File: config.mk
export PLATFORM = sky130hd
export DESIGN_NAME = gcsa_packer
export DESIGN_NICKNAME = d
export VERILOG_FILES = /design/src/hdl/gcsa_pkg.sv /design/src/hdl/gcsa_packer.sv
export SDC_FILE = /design/constraint.sdc
export NUM_CORES = 1
export LEC_CHECK = 0
export BUFFER_PORTS_ARGS = -buffer_cell sky130_fd_sc_hd__buf_2
export CORE_MARGIN = 1.5
export CORE_UTILIZATION = 35
export CTS_CLUSTER_DIAMETER = 30
export DETAILED_ROUTE_END_ITERATION = 16
export GPL_TIMING_DRIVEN = 0
export PLACE_DENSITY = 0.52
export SLEW_MARGIN = 15
export SYNTH_ARGS = -nofsm -noshare
export SYNTH_HDL_FRONTEND = slang
export SYNTH_SLANG_ARGS = --single-unit
export TNS_END_PERCENT = 50
File: constraint.sdc
create_clock -name clk -period 17.3 [get_ports clk]
set_input_delay 3.46 -clock clk [delete_from_list [all_inputs] [get_ports clk]]
set_output_delay 3.46 -clock clk [all_outputs]
set_load 0.01 [all_outputs]
File: src/hdl/gcsa_pkg.sv
// ============================================================================
// gcsa_pkg: shared types and constants of the glyph cache with shelf atlas
// Sizes of the atlas, the key table and the page set, the request and
// result layouts, record format, table control bundles and the key hash.
// ============================================================================
package gcsa_pkg;

  localparam int ATLAS_SIZE    = 256;
  localparam int TABLE_ENTRIES = 256;   // power of two, probe index wraps
  localparam int MAX_PAGES     = 16;

  localparam int KEY_W  = 38;
  localparam int IDX_W  = $clog2(TABLE_ENTRIES);
  localparam int CUR_W  = $clog2(ATLAS_SIZE + 1);
  localparam int POS_W  = 8;
  localparam int PAGE_W = 4;
  localparam int GDIM_W = 10;           // request width/height
  localparam int DIM_W  = 9;            // stored width/height
  localparam int BEAR_W = 11;

  typedef enum logic [1:0] {
    STAT_OK        = 2'd0,
    STAT_FULL      = 2'd1,
    STAT_EXHAUSTED = 2'd2
  } gcsa_status_t;

  typedef enum logic [1:0] {
    ST_IDLE,
    ST_PROBE,
    ST_PLACE,
    ST_EMIT
  } gcsa_state_t;

  // request, last field in the low bits
  typedef struct packed {
    logic signed [BEAR_W-1:0] glyph_top;
    logic signed [BEAR_W-1:0] glyph_left;
    logic [GDIM_W-1:0]        glyph_height;
    logic [GDIM_W-1:0]        glyph_width;
    logic                     glyph_empty;
    logic                     hinted;
    logic [20:0]              code_point;
    logic [7:0]               pixel_size;
    logic [7:0]               face_index;
  } gcsa_req_t;

  localparam int REQ_W     = $bits(gcsa_req_t);
  localparam int IN_DATA_W = ((REQ_W + 7) / 8) * 8;

  // result, last field in the low bits
  typedef struct packed {
    gcsa_status_t             status;
    logic signed [BEAR_W-1:0] out_top;
    logic signed [BEAR_W-1:0] out_left;
    logic [DIM_W-1:0]         out_height;
    logic [DIM_W-1:0]         out_width;
    logic [POS_W-1:0]         pos_y;
    logic [POS_W-1:0]         pos_x;
    logic [PAGE_W-1:0]        page;
    logic                     was_hit;
    logic                     present;
  } gcsa_out_t;

  localparam int RES_W      = $bits(gcsa_out_t);
  localparam int OUT_DATA_W = ((RES_W + 7) / 8) * 8;

  // cached glyph record
  typedef struct packed {
    logic                     present;
    logic [PAGE_W-1:0]        page;
    logic [POS_W-1:0]         x;
    logic [POS_W-1:0]         y;
    logic [DIM_W-1:0]         w;
    logic [DIM_W-1:0]         h;
    logic signed [BEAR_W-1:0] left;
    logic signed [BEAR_W-1:0] top;
  } gcsa_rec_t;

  typedef struct packed {
    logic             rd_en;
    logic [IDX_W-1:0] rd_addr;
    logic             wr_en;
    logic [IDX_W-1:0] wr_addr;
  } gcsa_tbl_ctl_t;

  typedef struct packed {
    logic vld;     // probed slot holds a key
    logic match;   // and it is the lookup key
  } gcsa_tbl_sts_t;

  typedef struct packed {
    logic [CUR_W-1:0] col;
    logic [CUR_W-1:0] base;
    logic [CUR_W-1:0] lim;
  } gcsa_cur_t;

  typedef struct packed {
    logic              ok;
    logic              exhausted;
    logic [PAGE_W-1:0] page;
    logic [POS_W-1:0]  x;
    logic [POS_W-1:0]  y;
  } gcsa_place_t;

  function automatic logic [KEY_W-1:0] req_key(gcsa_req_t r);
    return {r.hinted, r.code_point, r.pixel_size, r.face_index};
  endfunction

  // xor fold of the key down to a table index
  function automatic logic [IDX_W-1:0] key_hash(logic [KEY_W-1:0] k);
    logic [IDX_W-1:0] h;
    h = '0;
    for (int i = 0; i < KEY_W; i++) begin
      h[i % IDX_W] = h[i % IDX_W] ^ k[i];
    end
    return h;
  endfunction

endpackage

File: src/hdl/gcsa_packer.sv
// ============================================================================
// gcsa_packer: shelf packing state and placement
// Holds page and cursors; one placement per go, with the retry on a fresh
// page when the current page has no room.
// ============================================================================
module gcsa_packer (
  input  logic                        clk,
  input  logic                        rst_n,
  input  logic                        go,
  input  logic [gcsa_pkg::GDIM_W-1:0] w,
  input  logic [gcsa_pkg::GDIM_W-1:0] h,
  output gcsa_pkg::gcsa_place_t       res
);
  import gcsa_pkg::*;

  localparam int SUM_W = CUR_W + 2;
  localparam logic [SUM_W-1:0] ATLAS_L = SUM_W'(ATLAS_SIZE);

  typedef struct packed {
    logic             ok;
    logic [CUR_W-1:0] x;
    logic [CUR_W-1:0] y;
    gcsa_cur_t        cur_nxt;
  } try_t;

  function automatic try_t try_place(gcsa_cur_t c, logic [GDIM_W-1:0] gw,
                                     logic [GDIM_W-1:0] gh);
    try_t             t;
    logic [SUM_W-1:0] sum_bh;
    logic [SUM_W-1:0] sum_cw;
    logic [SUM_W-1:0] sum_lh;
    logic [SUM_W-1:0] sum_yh;
    logic [SUM_W-1:0] end_v;
    sum_bh = SUM_W'(c.base) + SUM_W'(gh);
    sum_cw = SUM_W'(c.col) + SUM_W'(gw);
    sum_lh = SUM_W'(c.lim) + SUM_W'(gh);
    t.ok   = 1'b1;
    t.x    = c.col;
    t.y    = c.base;
    end_v  = sum_cw;
    if (gw == '0 || SUM_W'(gw) > ATLAS_L || SUM_W'(gh) > ATLAS_L ||
        sum_bh > ATLAS_L) begin
      t.ok = 1'b0;
    end else if (sum_cw > ATLAS_L) begin
      if (sum_lh > ATLAS_L) begin
        t.ok = 1'b0;
      end else begin
        t.x   = '0;
        t.y   = c.lim;
        end_v = SUM_W'(gw);
      end
    end
    sum_yh         = SUM_W'(t.y) + SUM_W'(gh);
    t.cur_nxt.col  = end_v[CUR_W-1:0];
    t.cur_nxt.base = t.y;
    t.cur_nxt.lim  = (sum_yh > SUM_W'(c.lim)) ? sum_yh[CUR_W-1:0] : c.lim;
    return t;
  endfunction

  gcsa_cur_t         cur_r, cur_nxt;
  logic [PAGE_W-1:0] page_r, page_nxt;
  try_t              try_cur, try_fresh;
  logic              fresh_ok;

  assign try_cur   = try_place(cur_r, w, h);
  assign try_fresh = try_place('0, w, h);
  assign fresh_ok  = ((PAGE_W + 1)'(page_r) + (PAGE_W + 1)'(1)) <
                     (PAGE_W + 1)'(MAX_PAGES);

  always_comb begin
    cur_nxt       = cur_r;
    page_nxt      = page_r;
    res.ok        = 1'b0;
    res.exhausted = 1'b0;
    res.page      = page_r;
    res.x         = try_cur.x[POS_W-1:0];
    res.y         = try_cur.y[POS_W-1:0];
    if (try_cur.ok) begin
      res.ok  = 1'b1;
      cur_nxt = try_cur.cur_nxt;
    end else if (fresh_ok) begin
      page_nxt = page_r + PAGE_W'(1);
      res.page = page_nxt;
      res.x    = try_fresh.x[POS_W-1:0];
      res.y    = try_fresh.y[POS_W-1:0];
      if (try_fresh.ok) begin
        res.ok  = 1'b1;
        cur_nxt = try_fresh.cur_nxt;
      end else begin
        cur_nxt = '0;
      end
    end else begin
      res.exhausted = 1'b1;
    end
  end

  always_ff @(posedge clk) begin
    if (!rst_n) begin
      cur_r  <= '0;
      page_r <= '0;
    end else if (go) begin
      cur_r  <= cur_nxt;
      page_r <= page_nxt;
    end
  end

endmodule

==> qor.csv <==
metric,value,unit
Synth Area in XOR/XNOR,0.03920,
ant diodes,0,
Setup TNS Final,0,ns
# setup viols final,0,
Power per Cell Area,46.91,mW/mm^2
largest net degree at the start of global routing,11,
Synth Net Count,549,
post-synthesis cell area,0.004021,mm^2
DIE WIDTH,110.2,um
Worst Path Required,13.84,ns
die area,0.01214,mm^2
clk_lat worst skew,0.28,ns
initial antenna violation count,0,
Synth top area share,0.1543,
Finished Cell Area,0.004576,mm^2
Die Ht,110.2,um
DRT iter0 DRCs,187,
io pins,45,
"Seq/Total Area, Yosys",0.1543,
CTS resizes,0,
Avg Vias per Cell,5.622,
drt pass-1 iters,4,
Max VDD drop,0.03522,mV
# rows,38,
RePlAce Congestion,0.8662,
global-route wire length before repair,18370,um
Worst Tran Pin Value,0.9950,ns
largest family of logic cells by synthesized area,compound AO/OA/AOI/OAI gates,
adder-cell share of the synthesized area,0.1630,
vias,3750,
Slew headroom,0.3195,
Hold Fails Final Rpt,0,
RSZ-0062 raised after global routing,no,
CP max FO,10,
DR WL/cell,17.03,um
number of synthesized register bits,31,
clk slew on worst S/H paths,0.05,ns
vias in the first global route,3635,
share of cells above drive strength 1,0.1727,
GRT Total Usage,0.1989,
Post-synth EDFFs,0,
ys flop type,dfxtp_1,
worst hold margin,0.4835,ns
ys async rst share,0,
CTS tree,done,
CTS Hold Bufs,0,
Final HPWL DP,9291,um
Post-CTS Setup Inserts,0,
Syn. warnings,0,
Post-Synth Simple-Gate Area,0.1991,
GRT Residual Overflow,0,
DRT antenna net count,0,
worst min path class,reg2reg,
mux share of post-synthesis cell area,0.08370,
Placeable Area,0.01103,mm^2
Area Growth Syn to Fin,13.78,%
post-synthesis cell count,476,
CP endpoint kind,primary output,
fin nets,600,
Max-Cap Viols,0,
Filler Cells Inserted,1163,
DP Worst Slack,7.086,ns
dominant cells by area after synthesis,"dfxtp_1, ha_1, mux2i_1",
Clock Skew,0.001981,ns
Longest Clk Path Bufs,2,
Final Cycle Share,0.5849,
Startpoint Class,primary input,
Num Clock Sinks,31,
highest clock rate,98.82,MHz
PnR worst setup slack,7.180,ns
Synth area leader,dfxtp_1,
compound-cell area share of the yosys netlist,0.2996,
# DRC,0,
WL final,11360,um
PortBufs,44,
root buffer cell,clkbuf_16,
initial core utilization,0.3646,
Static Leak,2.040,nW
outcome,finished clean,
Synth cell types,80,
area post-placement,0.004417,mm^2
H-Tree Depth,2,
Syn Area/Cell,8.448,um^2
Final min period,10.12,ns
Num CTS Buffers,5,
critical path class,in2out,
critical path arrival,6.66,ns
Final Max Slew Viols,0,
==> per-stage QoR <==
step,total power [mW],cells,util
final,0.2146,667,0.4148
after global routing,0.2257,667,0.4148
after CTS,0.2172,667,0.4148
after detailed placement,0.1185,660,0.4004
after global placement,0.1178,660,0.4004
after floorplan,0.1041,476,-
==> area by class of cell <==
cell class	count	area, um^2	area share
well taps	140	175.2	0.03828
repair buffers	44	220.2	0.04813
multi-input cells	389	3156	0.6896
plain buffers	17	98.84	0.02160
inverters	39	146.4	0.03199
flip-flops and latches	31	620.6	0.1356
clock inverters	1	30.03	0.006563
clock buffers	6	128.9	0.02817
==> worst max-delay path: stages <==
cell and delay [ns]:
buf_2 0.11, ha_1 0.20, inv_1 0.07, fa_1 0.40, nand2b_1 0.22, a21oi_1 0.21, o311a_1 0.21, o21a_1 0.16
mux2_4 0.33, a21o_2 0.24, o211ai_4 0.30, buf_2 0.34, a21oi_1 0.11, a31oi_1 0.14, buf_2 0.15
==> state kept, by name (all words and copies together) (netlist names) <==
name    cells
cur_r      27
page_r      4
==> cells by family after synthesis <==
| kind of cell | after synthesis |
|---|---|
| compound gates | 141 |
| xor+xnor | 18 |
| fa+ha+maj | 50 |
| buf+inv | 56 |
| flops | 31 |
| mux | 32 |
| simple gates | 148 |
==> where the power goes <==
part | switching (mW) | internal, mW | total (mW)
clock | 0.0304 | 0.0671 | 0.0974
combinational | 0.0262 | 0.0174 | 0.0437
sequential | 0.00125 | 0.0723 | 0.0736
total | 0.0578 | 0.157 | 0.215
==> routing by layer <==
metal	wire, um	track usage
met2	5357	0.3314
met3	484	0.01940
met4	196	0.06227
met1	5321	0.2705
met5	0	0
==> synthesized netlist by cell type, types with 3 or more instances <==
| cell type | instances |
|---|---|
| a21o_1 | 7 |
| o2bb2ai_1 | 16 |
| o211ai_1 | 14 |
| o21ai_1 | 4 |
| xnor2_1 | 10 |
| a31oi_1 | 5 |
| or3b_1 | 3 |
| nand3b_1 | 3 |
| inv_1 | 39 |
| nand3_1 | 5 |
| a211oi_2 | 3 |
| nor3_1 | 13 |
| fa_1 | 4 |
| xor2_1 | 8 |
| o21a_1 | 9 |
| o21ai_0 | 11 |
| mux2i_1 | 25 |
| buf_6 | 3 |
| buf_2 | 7 |
| nor4_1 | 10 |
| dfxtp_1 | 31 |
| or4_1 | 4 |
| nand2_1 | 31 |
| mux2_1 | 3 |
| a21oi_1 | 18 |
| o2111ai_1 | 5 |
| o31a_1 | 3 |
| ha_1 | 46 |
| o221ai_2 | 9 |
| nand4_1 | 5 |
| nor2_1 | 28 |
| clkbuf_1 | 5 |
| nor2b_1 | 6 |
| and2_1 | 17 |
| nand2b_1 | 11 |
==> placed cells by master (no fill, tap or decap), types with 5 or more instances in the layout <==
master / n
a21oi_1: 18
clkbuf_16: 5
nor2_1: 28
o2bb2ai_1: 16
inv_1: 39
a31oi_1: 5
nor2b_1: 6
xor2_1: 8
o211ai_1: 14
and2_1: 17
nand4_1: 5
a21o_1: 7
dfxtp_1: 31
nand3_1: 5
nand2_1: 31
o2111ai_1: 5
ha_1: 46
o21ai_0: 11
mux2i_1: 25
nor3_1: 13
nand2b_1: 11
nor4_1: 10
o21a_1: 9
clkbuf_1: 6
buf_2: 51
xnor2_1: 10
o221ai_2: 9
==> path summary, 6_finish.rpt <==
| check | from | end | slack (ns) | cells past startpoint |
|---|---|---|---|---|
| setup / recovery | w[0] | res[18] | 7.18 | 15 |
| setup reg to reg | cur_r[0] | cur_r[0] | 10.22 | 28 |
| hold / removal | cur_r[26] | cur_r[26] | 0.48 | 1 |
| hold reg to reg | cur_r[26] | cur_r[26] | 0.48 | 1 |
Power figures use the tool's default switching activity.
